**config.mk**
```make
export PLATFORM = sky130hd
export DESIGN_NAME = flight_mode_supervisor_unit_flat
export DESIGN_NICKNAME = d
export VERILOG_FILES = /design/src/rtl/core/fms_pkg.sv /design/src/rtl/core/fms_evt_if.sv /design/src/rtl/core/fms_res_if.sv /design/src/rtl/core/fms_decode.sv /design/src/rtl/core/fms_serializer.sv /design/src/rtl/core/flight_mode_supervisor_unit.sv /design/src/flat_wrapper.sv
export SDC_FILE = /design/constraint.sdc
export NUM_CORES = 1
export LEC_CHECK = 0
export BUFFER_PORTS_ARGS = -buffer_cell sky130_fd_sc_hd__clkbuf_2
export CAP_MARGIN = 0
export CORE_MARGIN = 5
export CORE_UTILIZATION = 59
export DETAILED_ROUTE_END_ITERATION = 16
export PLACE_DENSITY = 0.79
export RECOVER_POWER = 50
export SLEW_MARGIN = 20
export SYNTH_ARGS = -nofsm -noshare
export SYNTH_HDL_FRONTEND = slang
export SYNTH_SLANG_ARGS = --single-unit
```
**constraint.sdc**
```tcl
create_clock -name i_clk -period 4.35 [get_ports i_clk]
set_input_delay 0.2175 -clock i_clk [delete_from_list [all_inputs] [get_ports i_clk]]
set_output_delay 0.2175 -clock i_clk [all_outputs]
set_load 0.02 [all_outputs]
```
**src/rtl/core/fms_pkg.sv**
```systemverilog
`timescale 1ns / 1ps
// Package for the flight mode supervisor: mode, event and action codes,
// the decision record passed from the decoder to the result serializer.
// No dependencies.
package fms_pkg;

    localparam int TIME_WIDTH_DEF = 32;
    localparam int EVT_W          = 4;
    localparam int ACT_W          = 4;
    localparam int MODE_W         = 2;
    localparam int DEBOUNCE_W     = 32;
    localparam int NOW_W          = 32;
    localparam int MAX_ACTS       = 3;
    localparam int CNT_W          = 2;

    localparam logic [DEBOUNCE_W-1:0] ARM_DEBOUNCE_RST = DEBOUNCE_W'(1000);

    typedef logic [MODE_W-1:0] t_mode;
    typedef logic [ACT_W-1:0]  t_action;
    typedef logic [EVT_W-1:0]  t_event;
    typedef logic [CNT_W-1:0]  t_count;

    localparam t_mode MODE_CAL  = 2'd0;
    localparam t_mode MODE_DIAG = 2'd1;
    localparam t_mode MODE_RUN  = 2'd2;

    localparam t_event EV_CAL_OK       = 4'd0;
    localparam t_event EV_CAL_FAIL     = 4'd1;
    localparam t_event EV_CAL_TIMEOUT  = 4'd2;
    localparam t_event EV_LOWBATT_CUT  = 4'd3;
    localparam t_event EV_ARM          = 4'd4;
    localparam t_event EV_RECAL        = 4'd5;
    localparam t_event EV_DISARM       = 4'd6;
    localparam t_event EV_SWITCH       = 4'd7;
    localparam t_event EV_LINK_LOST    = 4'd8;
    localparam t_event EV_IMU_FAIL     = 4'd9;
    localparam t_event EV_LOWBATT_CRIT = 4'd10;
    localparam t_event EV_TILT         = 4'd11;

    localparam t_action ACT_NONE       = 4'd0;
    localparam t_action ACT_CAL_OK     = 4'd1;
    localparam t_action ACT_MODE       = 4'd2;
    localparam t_action ACT_CAL_FAIL   = 4'd3;
    localparam t_action ACT_MOTORS_OFF = 4'd4;
    localparam t_action ACT_LOWBATT    = 4'd5;
    localparam t_action ACT_ERROR      = 4'd6;
    localparam t_action ACT_RAMP_DOWN  = 4'd7;
    localparam t_action ACT_PID_RESET  = 4'd8;

    // Outcome of one event: the ordered action list, its length and the
    // state that the event leaves behind.
    typedef struct packed {
        t_action act0;
        t_action act1;
        t_action act2;
        t_count  count;
        t_mode   mode;
        logic    cal;
        logic    rec_time;
    } t_decision;

endpackage

```
**src/rtl/core/fms_evt_if.sv**
```systemverilog
`timescale 1ns / 1ps
// Event channel of the flight mode supervisor: valid/ready and the event payload.
// Depends on fms_pkg.
interface fms_evt_if;
    logic                          valid;
    logic                          ready;
    logic [fms_pkg::EVT_W-1:0]     event_code;
    logic [fms_pkg::NOW_W-1:0]     now_ms;

    modport source (output valid, output event_code, output now_ms, input ready);
    modport sink   (input valid, input event_code, input now_ms, output ready);
endinterface

```
**src/rtl/core/fms_res_if.sv**
```systemverilog
`timescale 1ns / 1ps
// Result channel of the flight mode supervisor: valid/ready and the action payload.
// Depends on fms_pkg.
interface fms_res_if;
    logic                          valid;
    logic                          ready;
    logic [fms_pkg::ACT_W-1:0]     action_code;
    logic [fms_pkg::MODE_W-1:0]    new_mode;
    logic                          calib_ok_flag;
    logic                          last_action;

    modport source (output valid, output action_code, output new_mode,
                    output calib_ok_flag, output last_action, input ready);
    modport sink   (input valid, input action_code, input new_mode,
                    input calib_ok_flag, input last_action, output ready);
endinterface

```
**src/rtl/core/fms_decode.sv**
```systemverilog
`timescale 1ns / 1ps
// Combinational event decoder: mode transitions, arm debounce check, action list.
// Depends on fms_pkg.
module fms_decode #(
    parameter int TIME_WIDTH = fms_pkg::TIME_WIDTH_DEF
) (
    input  fms_pkg::t_event                  i_event,
    input  logic [TIME_WIDTH-1:0]            i_now,
    input  fms_pkg::t_mode                   i_mode,
    input  logic                             i_cal,
    input  logic [TIME_WIDTH-1:0]            i_dtime,
    input  logic [fms_pkg::DEBOUNCE_W-1:0]   i_debounce,
    output fms_pkg::t_decision               o_dec
);

    localparam int CW = (TIME_WIDTH > fms_pkg::DEBOUNCE_W) ? TIME_WIDTH : fms_pkg::DEBOUNCE_W;

    logic [TIME_WIDTH-1:0] w_elapsed;
    logic                  w_arm_ok;

    // Elapsed time wraps modulo 2^TIME_WIDTH.
    assign w_elapsed = i_now - i_dtime;
    assign w_arm_ok  = i_cal && (CW'(w_elapsed) >= CW'(i_debounce));

    always_comb begin
        o_dec          = '0;
        o_dec.act0     = fms_pkg::ACT_NONE;
        o_dec.act1     = fms_pkg::ACT_NONE;
        o_dec.act2     = fms_pkg::ACT_NONE;
        o_dec.count    = 2'd1;
        o_dec.mode     = i_mode;
        o_dec.cal      = i_cal;
        o_dec.rec_time = 1'b0;
        unique case (i_mode)
            fms_pkg::MODE_CAL: begin
                unique case (i_event) inside
                    fms_pkg::EV_CAL_OK: begin
                        o_dec.mode  = fms_pkg::MODE_DIAG;
                        o_dec.cal   = 1'b1;
                        o_dec.act0  = fms_pkg::ACT_CAL_OK;
                        o_dec.act1  = fms_pkg::ACT_MODE;
                        o_dec.count = 2'd2;
                    end
                    fms_pkg::EV_CAL_FAIL, fms_pkg::EV_CAL_TIMEOUT: begin
                        o_dec.act0 = fms_pkg::ACT_CAL_FAIL;
                    end
                    fms_pkg::EV_LOWBATT_CUT: begin
                        o_dec.mode  = fms_pkg::MODE_DIAG;
                        o_dec.act0  = fms_pkg::ACT_MOTORS_OFF;
                        o_dec.act1  = fms_pkg::ACT_LOWBATT;
                        o_dec.count = 2'd2;
                    end
                    default: begin
                        o_dec.act0 = fms_pkg::ACT_NONE;
                    end
                endcase
            end
            fms_pkg::MODE_DIAG: begin
                unique case (i_event) inside
                    fms_pkg::EV_ARM: begin
                        if (w_arm_ok) begin
                            o_dec.mode = fms_pkg::MODE_RUN;
                            o_dec.act0 = fms_pkg::ACT_MODE;
                        end else begin
                            o_dec.act0 = fms_pkg::ACT_ERROR;
                        end
                    end
                    fms_pkg::EV_RECAL: begin
                        o_dec.mode = fms_pkg::MODE_CAL;
                        o_dec.cal  = 1'b0;
                        o_dec.act0 = fms_pkg::ACT_MODE;
                    end
                    fms_pkg::EV_LOWBATT_CUT: begin
                        o_dec.act0  = fms_pkg::ACT_MOTORS_OFF;
                        o_dec.act1  = fms_pkg::ACT_LOWBATT;
                        o_dec.count = 2'd2;
                    end
                    default: begin
                        o_dec.act0 = fms_pkg::ACT_NONE;
                    end
                endcase
            end
            fms_pkg::MODE_RUN: begin
                unique case (i_event) inside
                    fms_pkg::EV_DISARM, fms_pkg::EV_SWITCH,
                    fms_pkg::EV_LINK_LOST, fms_pkg::EV_IMU_FAIL: begin
                        o_dec.mode     = fms_pkg::MODE_DIAG;
                        o_dec.rec_time = 1'b1;
                        o_dec.act0     = fms_pkg::ACT_RAMP_DOWN;
                        o_dec.act1     = fms_pkg::ACT_PID_RESET;
                        o_dec.act2     = fms_pkg::ACT_MODE;
                        o_dec.count    = 2'd3;
                    end
                    fms_pkg::EV_LOWBATT_CRIT: begin
                        o_dec.mode     = fms_pkg::MODE_DIAG;
                        o_dec.rec_time = 1'b1;
                        o_dec.act0     = fms_pkg::ACT_RAMP_DOWN;
                        o_dec.act1     = fms_pkg::ACT_PID_RESET;
                        o_dec.act2     = fms_pkg::ACT_LOWBATT;
                        o_dec.count    = 2'd3;
                    end
                    fms_pkg::EV_LOWBATT_CUT, fms_pkg::EV_TILT: begin
                        o_dec.mode     = fms_pkg::MODE_DIAG;
                        o_dec.rec_time = 1'b1;
                        o_dec.act0     = fms_pkg::ACT_MOTORS_OFF;
                        o_dec.act1     = fms_pkg::ACT_PID_RESET;
                        o_dec.act2     = fms_pkg::ACT_MODE;
                        o_dec.count    = 2'd3;
                    end
                    default: begin
                        o_dec.act0 = fms_pkg::ACT_NONE;
                    end
                endcase
            end
            default: begin
                // Corrupted mode code: fall back to diagnostic with motors off.
                o_dec.mode  = fms_pkg::MODE_DIAG;
                o_dec.act0  = fms_pkg::ACT_MOTORS_OFF;
                o_dec.act1  = fms_pkg::ACT_ERROR;
                o_dec.count = 2'd2;
            end
        endcase
    end

endmodule

```
**src/rtl/core/fms_serializer.sv**
```systemverilog
`timescale 1ns / 1ps
// Result register that plays out the action list of one event, one transfer per action.
// Depends on fms_pkg and fms_res_if.
module fms_serializer (
    input  logic               i_clk,
    input  logic               i_rst_n,
    input  logic               i_load,
    input  fms_pkg::t_decision i_dec,
    output logic               o_can_load,
    fms_res_if.source          o_res
);

    logic                      r_valid;
    fms_pkg::t_action          r_acts [fms_pkg::MAX_ACTS];
    fms_pkg::t_count           r_cnt;
    fms_pkg::t_count           r_idx;
    fms_pkg::t_mode            r_mode;
    logic                      r_cal;
    logic                      w_last;
    logic                      w_xfer;

    assign w_last     = (r_idx == (r_cnt - 2'd1));
    assign w_xfer     = r_valid && o_res.ready;
    assign o_can_load = !r_valid || (w_xfer && w_last);

    always_ff @(posedge i_clk) begin
        if (!i_rst_n) begin
            r_valid <= 1'b0;
            r_idx   <= '0;
        end else if (i_load) begin
            r_valid <= 1'b1;
            r_idx   <= '0;
        end else if (w_xfer) begin
            if (w_last) begin
                r_valid <= 1'b0;
            end
            r_idx <= r_idx + 2'd1;
        end
    end

    always_ff @(posedge i_clk) begin
        if (i_load) begin
            r_acts[0] <= i_dec.act0;
            r_acts[1] <= i_dec.act1;
            r_acts[2] <= i_dec.act2;
            r_cnt     <= i_dec.count;
            r_mode    <= i_dec.mode;
            r_cal     <= i_dec.cal;
        end
    end

    always_comb begin
        case (r_idx)
            2'd0:    o_res.action_code = r_acts[0];
            2'd1:    o_res.action_code = r_acts[1];
            default: o_res.action_code = r_acts[2];
        endcase
    end

    assign o_res.valid         = r_valid;
    assign o_res.new_mode      = r_mode;
    assign o_res.calib_ok_flag = r_cal;
    assign o_res.last_action   = w_last;

endmodule

```
**src/rtl/core/flight_mode_supervisor_unit.sv**
```systemverilog
`timescale 1ns / 1ps
// Top level of the flight mode supervisor: input register, mode state, debounce
// register, decoder and result serializer. Depends on fms_pkg, both channel interfaces,
// fms_decode and fms_serializer.
//
//   Channel   Dir   Handshake       Payload
//   i_evt     in    valid/ready     event_code[3:0], now_ms[31:0]
//   o_res     out   valid/ready     action_code[3:0], new_mode[1:0], calib_ok_flag,
//                                   last_action
//   cfg       in    i_cfg_wr_en     i_cfg_wr_data[31:0] = arm debounce in ms
//
// An accepted event is held in the input register, then it is decoded and its
// one to three actions are loaded into the result register, which hands out one
// transfer per cycle while the result port is ready. The single result port sets
// the pace of events; the input register takes a new event while the previous one
// still plays out. Reset is synchronous and active low; it puts the block in
// calibrate mode with calibration invalid, disarm time zero and a 1000 ms debounce.
// A stalled result port holds the current action and backs up into the input register.
module flight_mode_supervisor_unit #(
    parameter int TIME_WIDTH = fms_pkg::TIME_WIDTH_DEF
) (
    input  logic                              i_clk,
    input  logic                              i_rst_n,
    input  logic                              i_cfg_wr_en,
    input  logic [fms_pkg::DEBOUNCE_W-1:0]    i_cfg_wr_data,
    fms_evt_if.sink                           i_evt,
    fms_res_if.source                         o_res
);

    // Common width used to bring the 32-bit timestamp to TIME_WIDTH bits.
    localparam int CW = (TIME_WIDTH > fms_pkg::NOW_W) ? TIME_WIDTH : fms_pkg::NOW_W;

    // Supervisor state.
    fms_pkg::t_mode                   r_mode;
    logic                             r_cal;
    logic [TIME_WIDTH-1:0]            r_dtime;
    logic [fms_pkg::DEBOUNCE_W-1:0]   r_debounce;

    // Input register.
    logic                             r_in_valid;
    fms_pkg::t_event                  r_event;
    logic [TIME_WIDTH-1:0]            r_now;

    logic [CW-1:0]                    w_now_ext;
    fms_pkg::t_decision               w_dec;
    logic                             w_can_load;
    logic                             w_load;
    logic                             w_in_xfer;

    // The decoded event moves on as soon as the result register is free or is
    // handing out its final action in this cycle.
    assign w_load      = r_in_valid && w_can_load;
    assign i_evt.ready = !r_in_valid || w_load;
    assign w_in_xfer   = i_evt.valid && i_evt.ready;
    assign w_now_ext   = CW'(i_evt.now_ms);

    always_ff @(posedge i_clk) begin
        if (!i_rst_n) begin
            r_in_valid <= 1'b0;
        end else if (i_evt.ready) begin
            r_in_valid <= i_evt.valid;
        end
    end

    always_ff @(posedge i_clk) begin
        if (w_in_xfer) begin
            r_event <= i_evt.event_code;
            r_now   <= w_now_ext[TIME_WIDTH-1:0];
        end
    end

    // Write configuration only while idle so it never races a decode; not enforced.
    always_ff @(posedge i_clk) begin
        if (!i_rst_n) begin
            r_debounce <= fms_pkg::ARM_DEBOUNCE_RST;
        end else if (i_cfg_wr_en) begin
            r_debounce <= i_cfg_wr_data;
        end
    end

    // State advances at the moment an event is committed to the result register,
    // so the next event decodes against up-to-date state.
    always_ff @(posedge i_clk) begin
        if (!i_rst_n) begin
            r_mode  <= fms_pkg::MODE_CAL;
            r_cal   <= 1'b0;
            r_dtime <= '0;
        end else if (w_load) begin
            r_mode <= w_dec.mode;
            r_cal  <= w_dec.cal;
            if (w_dec.rec_time) begin
                r_dtime <= r_now;
            end
        end
    end

    fms_decode #(
        .TIME_WIDTH (TIME_WIDTH)
    ) u_decode (
        .i_event    (r_event),
        .i_now      (r_now),
        .i_mode     (r_mode),
        .i_cal      (r_cal),
        .i_dtime    (r_dtime),
        .i_debounce (r_debounce),
        .o_dec      (w_dec)
    );

    fms_serializer u_serializer (
        .i_clk      (i_clk),
        .i_rst_n    (i_rst_n),
        .i_load     (w_load),
        .i_dec      (w_dec),
        .o_can_load (w_can_load),
        .o_res      (o_res)
    );

endmodule

```
**src/flat_wrapper.sv**
```systemverilog
// flat-port wrapper written by rule: the top's interface ports become plain ports
module flight_mode_supervisor_unit_flat 
#(
    parameter int TIME_WIDTH = fms_pkg::TIME_WIDTH_DEF
)
  (i_clk, i_rst_n, i_cfg_wr_en, i_cfg_wr_data, i_evt_valid, i_evt_event_code, i_evt_now_ms, i_evt_ready, o_res_valid, o_res_action_code, o_res_new_mode, o_res_calib_ok_flag, o_res_last_action, o_res_ready);
  fms_evt_if i_evt_i ();
  fms_res_if o_res_i ();
  input  logic i_clk;
  input  logic i_rst_n;
  input  logic i_cfg_wr_en;
  input  logic [fms_pkg::DEBOUNCE_W-1:0] i_cfg_wr_data;
  input wire logic [$bits(i_evt_i.valid)-1:0] i_evt_valid;
  input wire logic [$bits(i_evt_i.event_code)-1:0] i_evt_event_code;
  input wire logic [$bits(i_evt_i.now_ms)-1:0] i_evt_now_ms;
  output wire logic [$bits(i_evt_i.ready)-1:0] i_evt_ready;
  output wire logic [$bits(o_res_i.valid)-1:0] o_res_valid;
  output wire logic [$bits(o_res_i.action_code)-1:0] o_res_action_code;
  output wire logic [$bits(o_res_i.new_mode)-1:0] o_res_new_mode;
  output wire logic [$bits(o_res_i.calib_ok_flag)-1:0] o_res_calib_ok_flag;
  output wire logic [$bits(o_res_i.last_action)-1:0] o_res_last_action;
  input wire logic [$bits(o_res_i.ready)-1:0] o_res_ready;
  assign i_evt_i.valid = i_evt_valid;
  assign i_evt_i.event_code = i_evt_event_code;
  assign i_evt_i.now_ms = i_evt_now_ms;
  assign i_evt_ready = i_evt_i.ready;
  assign o_res_valid = o_res_i.valid;
  assign o_res_action_code = o_res_i.action_code;
  assign o_res_new_mode = o_res_i.new_mode;
  assign o_res_calib_ok_flag = o_res_i.calib_ok_flag;
  assign o_res_last_action = o_res_i.last_action;
  assign o_res_i.ready = o_res_ready;
  flight_mode_supervisor_unit #(.TIME_WIDTH(TIME_WIDTH)) u_core (.i_clk(i_clk), .i_rst_n(i_rst_n), .i_cfg_wr_en(i_cfg_wr_en), .i_cfg_wr_data(i_cfg_wr_data), .i_evt(i_evt_i), .o_res(o_res_i));
endmodule
```
-- After elaboration in Yosys (flattened, before gate mapping)
Memories as Yosys holds them, arrays and structs flattened.
Index checks and enable logic that the tools add are counted.
- memories kept: 1
- memory bits (read-only): 0
- output and inout bits: 10
- input port bits: 73
- bits in registers: 112
- RAM bits: 12
- logic and storage cells: 81
- bits in latches: 0
- equality and inequality tests: 15
- mux-type cells: 25
- reduce and logical (&&, ||, !) cells: 23
- add/sub/neg operators: 3
- bitwise operators: 1
- shift operators: 0
- div/mod/pow operators: 0
- $mul: 0
- magnitude comparators: 1
- memories (name ; words ; width ; rd ports ; clocked after Yosys merged registers in ; write ports ; line ; text):
    u_core.u_serializer.r_acts ; 3 ; 4 ; 3 ; 0 ; 3 ; fms_serializer.sv:14 ; fms_pkg::t_action r_acts [fms_pkg::MAX_ACTS];
- operators by type and width (operator ; count):
    $ge A32 B32 Y1 ; 1
    $sub A32 B32 Y32 ; 1
    $pmux W12 S2 ; 1
    $pmux W4 S3 ; 2
    $pmux W8 S3 ; 1
    $eq A4 B3 Y1 const B ; 4
    $eq A4 B4 Y1 const B ; 4
    $pmux W3 S2 ; 2
    $mux W1 ; 9
    $pmux W3 S3 ; 1
    $eq A4 B2 Y1 const B ; 2
    $mux W4 ; 2
    $pmux W4 S2 ; 1
    $reduce_or A2 Y1 ; 4
    $reduce_or A7 Y1 ; 1
    $mux W3 ; 2
    $reduce_or A6 Y1 ; 1
    $logic_and A1 B1 Y1 ; 5
    $reduce_or A5 Y1 ; 1
    $eq A2 B1 Y1 const B ; 2
    $eq A4 B1 Y1 const B ; 1
    $logic_not A2 Y1 ; 2
    $logic_not A4 Y1 ; 1
    $mux W2 ; 2
    other kinds (11) ; 15

-- Longest topological paths before layout
Gate-level depths: netlist (run 1).
- depth after elaboration: 7
- depth in mapped cells: 23
- depth with buffers taken out: 23

-- By module
A second synthesis (run 1) with hierarchy kept.
- cells, all modules: 768
- area total of the unflattened synthesis: 7322.0 µm²
- modules (own cells, without submodules) (module ; area each (µm²) ; times used ; cells each ; sequential area each (µm²)):
    flight_mode_supervisor_unit ; 3756.1 ; 1 ; 298 ; 2442.3
    fms_decode ; 2808.9 ; 1 ; 418 ; 0.0
    fms_serializer ; 757.0 ; 1 ; 52 ; 570.5

-- Worst setup path before layout (run 1)
OpenSTA, ideal clock, no wires.
- path type: reg-to-reg
- start point: register u_core.r_now[0]
- end point: register u_core.r_mode[1]
- data arrival time: 3.921 ns
- data required time: 4.293 ns
- path buffers: 0
- path slack: 0.372 ns
- setup time: 0.057 ns
- clock period less this slack: 3.978 ns
- cell stages (with the launch flop): 23
- path through: edfxtp_1 -> inv_1 -> ha_1 -> inv_1 -> fa_1 -> a211oi_1 -> nor2_1 -> o21a_1 -> a31o_2 -> a21oi_1 -> o21bai_1 -> a221o_1 -> a21oi_1 -> xnor2_1 -> ha_1 -> a21o_1 -> a21oi_1 -> o21a_1 -> o21ai_0 -> nand2_1 -> a31o_2 -> o31ai_1 -> o21ba_2
- RTL lines (item ; line ; text):
    from (decl) ; flight_mode_supervisor_unit.sv:42 ; logic [TIME_WIDTH-1:0] r_now;
    from (signal assigned) ; flight_mode_supervisor_unit.sv:68 ; r_now <= w_now_ext[TIME_WIDTH-1:0];
    to (signal assigned) ; flight_mode_supervisor_unit.sv:85 ; r_mode <= fms_pkg::MODE_CAL;
    to (signal assigned) ; flight_mode_supervisor_unit.sv:89 ; r_mode <= w_dec.mode;
    to (decl) ; flight_mode_supervisor_unit.sv:34 ; fms_pkg::t_mode r_mode;

==> summary.txt, run 1 <==
outcome: complete, but fails checks
violated checks: max-capacitance violations, max-slew violations
RSZ-0062 raised after global routing: yes
number of buffers and inverters on the critical path: 2
post-DP HPWL: 11,250 um
Worst-Margin Slew: 2.547 ns
fraction of registers with async set/reset: 0
number of distinct library cells after synthesis: 54
Post-DP Area: 0.007436 mm^2
share of layout cells above drive strength 1: 0.1616
Leak Pwr: 3.498 nW
initial antenna violation count: 0
WHS: 0.01883 ns
DIE AREA: 0.01396 mm^2
Post-Synth Simple-Gate Area: 0.1438
synth cell count leaders: 107 x nand2_1, 77 x inv_1, 71 x a21oi_1, 71 x dfxtp_1, 65 x ha_1
Synth Flop Type: dfxtp_1
antenna-violating nets left: 0
Port Buf Inserts: 82
Yosys top cell by area: edfxtp_1
xor/xnor share of the synthesized area: 0.03682
sequential cell area: 0.002923 mm^2
Fin. Hold Viols: 0
largest family of logic cells by synthesized area: compound AO/OA/AOI/OAI gates
HP Class: input pin to register
R2R setup slack: 0.05 ns
RePlAce Congestion: 0.9106
Via density: 5.638
Clock Skew: 0.007316 ns
clock period minus worst slack: 4.303 ns
WL/cell: 15.74 um
FF+latch count, synth: 121
CP endpoint kind: register
Worst setup SP type: register
Row Count: 39
clock insertion delay at the later pin of the skew report: 0.42 ns
synthesized area per cell: 9.066 um^2
Power Internal: 2.325 mW
Syn Inst Count: 761
switching power: 0.7966 mW
CTS max path bufs: 2
CP cell instances: inv_1, ha_2, inv_2, fa_2, a211oi_2, nor2_2, o21a_2, and4_4, nor3_4, o21ai_2, o31a_4, a221oi_2, a311oi_1, ha_1, a21oi_2, nor2b_1, o21ai_1, o21ai_2, a31oi_2, o31ai_4, o21ba_2
TritonCTS Buffers: 17
CP most frequent cell: o21ai_2
final cell count without fillers: 1,040
Slowest Stage Delay on Critical Path: 0.38 ns
GRT Total Usage: 0.2342
most common cell in the netlist: nand2_1
vias in the first global route: 5,758
Combinational Power Share: 0.166
fraction of power consumed by the clock network: 0.423
sw frac: 0.2552
Die Y: 118.1 um
mux cell area share after synthesis: 0.03772
origin of the critical flop-to-flop path: u_core.r_now[0]$_DFFE_PP_
Max-cap violations: 1
clk sinks: 121
nets: 1,024
Syn Nets: 900
CP Max Fanout: 5
Synth Area in Compound Gates: 0.1808
Sequential Power Share: 0.411
Seq/Total Area, Yosys: 0.4236
DR pass1 iterations: 5
number of flops mapped to enable cells by yosys: 50
Core Util, Final: 0.7453
Reg clk slew, reported paths: 0.05 ns
# H-tree levels: 4
fin. max-slew vios: 39
Peak VDD IR: 476.9 uV
fmax: 232.4 MHz
Ys Warns: 0
worst r2r dst: u_core.r_mode[1]$_SDFFE_PN0P_
Ant. Diodes: 0
Worst Path Arrival: 4.61 ns
drt drc: 0
worst reg2reg path depth: 21
Synth Cell Area: 0.006899 mm^2
Initial Util: 0.6042
Hold EP: u_core.r_debounce[9]$_SDFFE_PN1P_
hold_sp: i_cfg_wr_data[9]
post-synth top area share: 0.2176
crit path kind: register to register
Post-Route WL: 16,370 um
placed insts: 965
Iteration-0 DRC Markers: 361
post-synthesis adder-cell area fraction: 0.1208
top post-synthesis cells by area: edfxtp_1 22%, dfxtp_1 21%, ha_1 12%
CTS tree: built
width of the die: 118.1 um
Critical-path top delay cell: edfxtp_1
Power Density: 366.8 mW/mm^2
detailed-route via count: 5,863
core area: 0.01142 mm^2
fin crit share: 0.9892
num ports: 83
Setup violations, final: 0
area of the multi-input gates: 0.003714 mm^2
Hold Path Depth: 3
area grow syn2layout: 23.36%
Crit path max-delay family: compound AO/OA/AOI/OAI gates
final instance area: 0.008511 mm^2
Worst Path Required: 4.66 ns
root buf cell: clkbuf_16
Fillers: 836
gr ovfl total: 0
largest net degree at the start of global routing: 63
first-pass GRT wire length: 26,930 um
Slew HR: -0.6979
## worst max-delay path by stage
stage                              start                                         endpoint  slack, ns  cells after the start
2_1_floorplan  u_core.r_now[0]$_DFFE_PP_                    u_core.r_mode[1]$_SDFFE_PN0P_       0.37                     22
6_report       u_core.r_now[0]$_DFFE_PP_                    u_core.r_mode[1]$_SDFFE_PN0P_       0.05                     21
5_1_grt        u_core.r_now[0]$_DFFE_PP_                    u_core.r_mode[1]$_SDFFE_PN0P_      -0.14                     21
3_3_place_gp   u_core.r_now[0]$_DFFE_PP_                    u_core.r_mode[1]$_SDFFE_PN0P_       0.12                     22
4_1_cts        u_core.r_now[0]$_DFFE_PP_  u_core.u_serializer.o_res.new_mode[0]$_DFFE_PP_       0.01                     22
3_5_place_dp   u_core.r_now[0]$_DFFE_PP_                    u_core.r_mode[1]$_SDFFE_PN0P_      -0.03                     22
## cells in the final DEF (no fill, tap or decap), drive strengths merged, types with 3 or more instances in the layout
master	instances
and2	3
nand4	9
o21bai	4
xnor2	21
edfxtp	50
nor2b	9
o21ai	33
nand3	12
xor2	8
and3	5
clkinv	7
nand2	107
a31oi	9
dfxtp	71
inv	78
clkbuf	103
a221o	5
buf	12
mux2i	26
nor2	55
ha	65
or3	4
nor3	4
dlygate4sd3	36
nand2b	8
o21a	6
a211oi	6
o211ai	11
a21oi	71
a21o	28
## sequential cells by signal, summed over array words and instances, names as in the netlist
signal	cells
u_core.r_cal	1
u_core.r_debounce	32
u_core.r_dtime	32
u_core.r_event	4
u_core.r_in_valid	1
u_core.r_mode	2
u_core.r_now	32
u_core.u_serializer.o_res.calib_ok_flag	1
u_core.u_serializer.o_res.new_mode	2
u_core.u_serializer.o_res.valid	1
u_core.u_serializer.r_acts	9
u_core.u_serializer.r_cnt	2
u_core.u_serializer.r_idx	2
## worst reg2reg max path: stages (launching register included)
cell and delay [ns]:
edfxtp_1 0.38, inv_1 0.08, ha_2 0.19, inv_2 0.04
fa_2 0.37, a211oi_2 0.26, nor2_2 0.07, o21a_2 0.24
and4_4 0.18, nor3_4 0.22, o21ai_2 0.10, o31a_4 0.38
a221oi_2 0.25, a311oi_1 0.08, ha_1 0.36, a21oi_2 0.14
nor2b_1 0.05, o21ai_1 0.15, o21ai_2 0.10, a31oi_2 0.24
o31ai_4 0.11, o21ba_2 0.20
## per-stage QoR
stage	setup WS [ns]	total power, mW	TNS, ns
floorplan	0.3717	1.627	0
global placement	0.1234	1.739	0
detailed placement	-0.03381	1.763	-0.03554
CTS	0.01123	3.106	0
global route	-0.1434	3.259	-0.5673
finish	0.04719	3.122	0
## kinds of logic (layout without fill, tap and decap cells)
family,count (synthesis),after routing
simple gates,223,223
compound gates,193,193
mux,26,26
buf+inv,103,239
fa+ha+maj,66,66
flops,121,121
xor+xnor,29,29
## power by group through the flow
stage | clock (mW) | sequential (mW) | combinational [mW]
2_1_floorplan | 0 | 1.29 | 0.339
3_3_place_gp | 0 | 1.30 | 0.440
3_5_place_dp | 0 | 1.30 | 0.461
4_1_cts | 1.34 | 1.28 | 0.491
5_1_grt | 1.39 | 1.29 | 0.579
6_report | 1.32 | 1.28 | 0.518
## metal layers
layer / GRT usage / vias up / wire, um / part of all wire
met1: 0.2911 / 2758 / 7105 / 0.43
met5: 0 / - / 0 / 0
met2: 0.3984 / 169 / 8140 / 0.50
met4: 0.07599 / 0 / 289 / 0.018
met3: 0.05969 / 23 / 839 / 0.051
li1: - / 2913 / - / -
## cell type report
cell class | count | share of cell area
repair buffers | 130 | 0.09968
multi-input cells | 537 | 0.4363
inverters | 78 | 0.03455
well taps | 143 | 0.02102
flip-flops and latches | 121 | 0.3434
clock buffers | 21 | 0.05293
clock inverters | 10 | 0.01206
## repair_timing
item                                    4_1_cts  5_1_grt
hold buffers                                 36        0
setup buffers                                 0        8
pin swaps                                     0       21
endpoints found under the setup margin        2        5
hold endpoints to repair                     36        0
gates resized for setup                       1       27
(Power assumes the default switching activity.)
==> run 2, diff against run 1 <==
Settings changed: ABC_AREA from default to 1.
==> summary.txt, run 2 <==
TritonCTS Buffers: 17
sw frac: 0.2426
Port Buf Inserts: 82
synthesized area per cell: 8.206 um^2
CTS-repair resized insts: 0
Combinational Power Share: 0.148
HP Class: input pin to register
fmax: 292.0 MHz
detailed-route via count: 5,776
Slew HR: -0.4909
Post-Route WL: 14,640 um
WL/cell: 13.25 um
Sequential Power Share: 0.405
Clock Skew: 0.005014 ns
synth cell count leaders: 135 x nand2_1, 119 x inv_1, 114 x a21oi_1, 71 x dfxtp_1, 65 x ha_1
RSZ-0062 raised after global routing: no
final cell count without fillers: 1,105
width of the die: 117.4 um
number of distinct library cells after synthesis: 32
RePlAce Congestion: 0.8916
Worst Path Required: 4.51 ns
Worst Path Arrival: 3.58 ns
Synth Cell Area: 0.006803 mm^2
Final TNS setup: 0 ns
Leak Pwr: 3.603 nW
top post-synthesis cells by area: edfxtp_1 22%, dfxtp_1 21%, ha_1 12%
Largest regs: u_core.r_debounce x32, u_core.r_dtime x32, u_core.r_now x32
Synth Flop Type: dfxtp_1
DR pass1 iterations: 5
largest net degree at the start of global routing: 63
most frequent cells in the layout: 136 x nand2_1, 119 x inv_1, 114 x a21oi_1
Fillers: 898
gr ovfl total: 0
vias in the first global route: 5,487
crit path kind: register to register
CTS max path bufs: 2
Ant. Diodes: 0
DIE AREA: 0.01378 mm^2
Seq/Total Area, Yosys: 0.4296
placed insts: 1,037
most common cell in the netlist: nand2_1
fraction of registers with async set/reset: 0
commonest non-fill, non-tap cell in the layout: nand2_1
first-pass GRT wire length: 24,700 um
fin. max-slew vios: 60
nets: 1,088
CP Max Fanout: 3
root buf cell: clkbuf_16
Yosys top cell by area: edfxtp_1
num ports: 83
Initial Util: 0.5983
number of flops mapped to enable cells by yosys: 50
Via density: 5.227
initial antenna violation count: 0
Row Count: 39
Syn Nets: 968
fin crit share: 0.7872
Worst-Margin Slew: 2.236 ns
violated checks: max-capacitance violations, max-slew violations
Setup violations, final: 0
CP endpoint kind: register
post-synth top area share: 0.2207
Fin. Hold Viols: 0
drt drc: 0
Core Util, Final: 0.7240
GRT Total Usage: 0.2156
core area: 0.01137 mm^2
outcome: complete, but fails checks
# H-tree levels: 4
FF+latch count, synth: 121
Tot Pwr: 3.112 mW
switching power: 0.7549 mW
Syn Inst Count: 829
fraction of power consumed by the clock network: 0.447
clock period minus worst slack: 3.424 ns
Max-cap violations: 1
Worst setup SP type: register
share of layout cells above drive strength 1: 0.1164
area grow syn2layout: 21.00%
Power Density: 378.1 mW/mm^2
post-DP HPWL: 10,530 um
Die Y: 117.4 um
Peak VDD IR: 314.3 uV
Reg clk slew, reported paths: 0.05 ns
clk sinks: 121
clock insertion delay at the later pin of the skew report: 0.41 ns
Ys Warns: 0
CTS tree: built
antenna-violating nets left: 0
Power Internal: 2.357 mW
Iteration-0 DRC Markers: 338
run 2: power by group through the flow:
stage / combinational, mW / clock [mW] / sequential, mW
2_1_floorplan: 0.310 / 0 / 1.28
3_3_place_gp: 0.423 / 0 / 1.28
3_5_place_dp: 0.431 / 0 / 1.28
4_1_cts: 0.461 / 1.41 / 1.26
5_1_grt: 0.527 / 1.47 / 1.26
6_report: 0.461 / 1.39 / 1.26
run 2: kinds of logic after synthesis:
family / Yosys count / share of synthesized area
buffers and inverters: 139 / 0.08405
XOR/XNOR: 34 / 0.04377
adder cells (fa/ha/maj): 66 / 0.1225
AND/OR/NAND/NOR: 250 / 0.1530
AO/OA/AOI/OAI: 219 / 0.1670
flip-flops: 121 / 0.4296
run 2: final cells by class:
cell class                 count  area [um^2]  area share
sequential                   121         2923      0.3551
multi-input combinational    569         3293      0.4001
timing repair buffer         120        777.0     0.09439
tap                          143        178.9     0.02174
clock inverter                 5        52.55    0.006384
inverter                     120        451.7     0.05487
clock buffer                  27        555.5     0.06749
run 2: final timing paths:
path	start	to	slack [ns]	cells past startpoint
min reg2reg	u_core.r_dtime[21]$_SDFFE_PN0P_	u_core.r_dtime[21]$_SDFFE_PN0P_	0.46	2
max reg2reg	u_core.r_now[0]$_DFFE_PP_	u_core.u_serializer.o_res.new_mode[0]$_DFFE_PP_	0.93	24
max	u_core.r_now[0]$_DFFE_PP_	u_core.u_serializer.o_res.new_mode[0]$_DFFE_PP_	0.93	24
min	i_cfg_wr_data[3]	u_core.r_debounce[3]$_SDFFE_PN1P_	0.02	3
run 2: timing repair:
action / in CTS / in global routing
hold endpoints to repair: 36 / 0
endpoints found under the setup margin: 0 / 0
hold buffers: 36 / 0
setup buffers: 0 / 0
run 2: worst max-delay path, stage by stage (launching register included):
cell	delay (ns)
edfxtp_1	0.38
inv_1	0.07
ha_1	0.14
inv_1	0.06
fa_1	0.39
nand3_1	0.10
nand2_1	0.11
a21oi_1	0.26
inv_1	0.09
nand3_1	0.08
nand3_1	0.13
a21oi_1	0.18
xor2_1	0.09
ha_1	0.27
nand2_1	0.04
nor2_1	0.12
nand4_1	0.12
a21oi_1	0.14
nor2_1	0.05
nand2_1	0.06
nand2_1	0.06
nand2_1	0.08
nand2_1	0.05
nand2_1	0.05
nand2_1	0.07
run 2: per-layer routing:
| layer | up-vias | wire length (um) | track usage |
|---|---|---|---|
| met3 | 15 | 707 | 0.05245 |
| met1 | 2613 | 6653 | 0.2722 |
| met2 | 123 | 7090 | 0.3617 |
| met4 | 0 | 188 | 0.07179 |
| li1 | 3025 | - | - |
| met5 | - | 0 | 0 |
run 2: through the flow:
stage	setup slack, ns	instance area [um^2]	hold slack (ns)
after floorplan	1.248	6803	0.3164
after global placement	1.002	7291	0.3941
after detailed placement	0.9364	7291	0.3961
after CTS	0.9147	8259	0.006195
after global routing	0.5232	8232	0.01976
final	0.9257	8232	0.02100
==> run 3, diff against run 2 <==
Settings changed: CORE_UTILIZATION 59 to 53, PLACE_DENSITY 0.79 to 0.75.
Clock period 4.35 ns to 3.1 ns, I/O delays scaled along.
==> summary.txt, run 3 (synthesis gave the netlist of run 2 again) <==
outcome: complete, but fails checks
violated checks: negative setup slack
R2R setup slack: -0.17 ns
nets: 1,167
drt drc: 0
RSZ-0062 raised after global routing: yes
final cell count without fillers: 1,213
antenna-violating nets left: 0
Core Util, Final: 0.7214
fmax: 305.8 MHz
Post-DP Area: 0.007824 mm^2
worst r2r dst: u_core.u_serializer.r_acts[0][2]$_SDFFCE_PN1P_
Worst-Margin Slew: 1.242 ns
Die Y: 123.3 um
clk sinks: 121
Tot Pwr: 4.384 mW
worst slack, placed: -0.2381 ns
detailed-route via count: 6,087
Clock Skew: 0.008918 ns
met1 Track Usage GR: 0.2670
Port Buf Inserts: 82
CP startpoint: u_core.r_now[0]$_DFFE_PP_
# H-tree levels: 4
CP endpoint kind: register
CP Capture Point: u_core.u_serializer.r_acts[0][2]$_SDFFCE_PN1P_
area grow syn2layout: 33.82%
vias in the first global route: 5,861
Reg clk slew, reported paths: 0.06 ns
DIE AREA: 0.01520 mm^2
met2 Resource Use GR: 0.3717
CP Max Fanout: 3
Largest regs: u_core.r_debounce x32, u_core.r_dtime x32, u_core.r_now x32
Peak VDD IR: 461.2 uV
DR pass1 iterations: 5
Via density: 5.018
Worst Path Arrival: 3.44 ns
Worst setup SP type: register
Power Density: 481.5 mW/mm^2
width of the die: 123.3 um
placed insts: 1,131
Iteration-0 DRC Markers: 357
root buf cell: clkbuf_16
Slew HR: 0.1721
Fin. Hold Viols: 0
clock period minus worst slack: 3.270 ns
fin. max-slew vios: 0
final instance area: 0.009104 mm^2
HP Class: input pin to register
share of layout cells above drive strength 1: 0.2190
initial antenna violation count: 0
TritonCTS Buffers: 17
fin crit share: 1.055
worst reg2reg path depth: 25
Row Count: 41
crit path kind: register to register
num ports: 83
Initial Util: 0.5391
commonest non-fill, non-tap cell in the layout: nand2_1
gr busiest metal: met2
Leak Pwr: 3.956 nW
Post-Route WL: 16,090 um
Worst Path Required: 3.27 ns
post-DP HPWL: 11,310 um
largest net degree at the start of global routing: 63
Fillers: 998
grt met3 use: 0.05855
GRT Total Usage: 0.2172
RePlAce Congestion: 0.8646
Ant. Diodes: 0
Max-cap violations: 0
CTS max path bufs: 2
WL/cell: 13.26 um
most frequent cells in the layout: 131 x nand2_1, 117 x inv_1, 104 x a21oi_1
CTS tree: built
first-pass GRT wire length: 25,820 um
clock insertion delay at the later pin of the skew report: 0.43 ns
fin worst setup slack: -0.1697 ns
Setup violations, final: 5
gr ovfl total: 0
hold_sp: i_cfg_wr_data[18]
core area: 0.01262 mm^2
origin of the critical flop-to-flop path: u_core.r_now[0]$_DFFE_PP_
run 3: cell count changes in the layout (fill, tap and decap cells not counted), moves of 5 or more:
cell           previous run  this run
nand3_1                  27        18
nand3_2                   0         9
buf_4                     2        70
dlygate4sd3_1            36        47
nand2_1                 136       131
ha_1                     65        56
a21oi_2                   1         8
ha_4                      0         7
clkinvlp_4                1         7
a21oi_1                 114       104
clkbuf_8                  5         0
run 3: worst min-delay path by stage:
stage	end	slack (ns)	depth (start not counted)
after floorplan	u_core.r_event[0]$_DFFE_PP_	0.25	0
after detailed placement	u_core.r_now[22]$_DFFE_PP_	0.33	1
final	u_core.r_debounce[18]$_SDFFE_PN0P_	0.02	3
after global routing	u_core.r_debounce[28]$_SDFFE_PN0P_	0.03	3
after global placement	u_core.r_now[18]$_DFFE_PP_	0.33	1
after CTS	u_core.r_debounce[14]$_SDFFE_PN0P_	0.002	3
run 3: power breakdown:
group	total, mW	internal (mW)	switching, mW
Clock	1.83	1.09	0.739
Combinational	0.780	0.360	0.420
Sequential	1.77	1.74	0.0349
run 3: per-stage QoR:
step	TNS, ns	hold slack [ns]
after detailed placement	-0.9724	0.3336
after global placement	-0.5397	0.3313
final	-0.6392	0.01607
after global routing	-2.559	0.03475
after floorplan	0	0.2539
after CTS	-0.4927	0.002115
run 3: layer usage:
layer	share of wire	vias to the layer above	wire [um]
li1	-	3180	-
met1	0.45	2767	7275
met2	0.49	120	7885
met3	0.044	20	712
met4	0.013	0	212
met5	0	-	0
run 3: area by class of cell:
class / count / area [um^2] / share of cell area
Sequential cell: 121 / 2923 / 0.3211
Clock buffer: 17 / 425.4 / 0.04673
Clock inverter: 15 / 131.4 / 0.01443
Tap cell: 172 / 215.2 / 0.02364
Timing Repair Buffer: 199 / 1398 / 0.1535
Inverter: 120 / 451.7 / 0.04962
Multi-Input combinational cell: 569 / 3560 / 0.3910
run 3: what timing repair did:
action | 4_1_cts | 5_1_grt
resized for setup | 14 | 38
endpoints found under the hold margin | 47 | 0
buffers inserted | 2 | 1
pin swaps | 9 | 11
setup endpoints to repair | 5 | 5
hold buffers | 47 | 0
run 3: worst max-delay path, stage by stage (launching register included):
cell and delay (ns):
edfxtp_1 0.40, inv_1 0.08, ha_2 0.17, inv_2 0.05
fa_2 0.36, nand3_2 0.10, nand2_4 0.07, nand3_2 0.07
nand2_2 0.07, nand3_2 0.07, nand3_2 0.11, nand3_2 0.09
nand3_2 0.06, xor2_1 0.16, ha_1 0.29, nand2_2 0.06
nor2_2 0.11, nand4_1 0.12, nor2_1 0.14, nand2_1 0.06
nand2_1 0.06, nand2_1 0.07, nand2_1 0.08, nand2_1 0.05
nand2_1 0.05, nand4_1 0.07
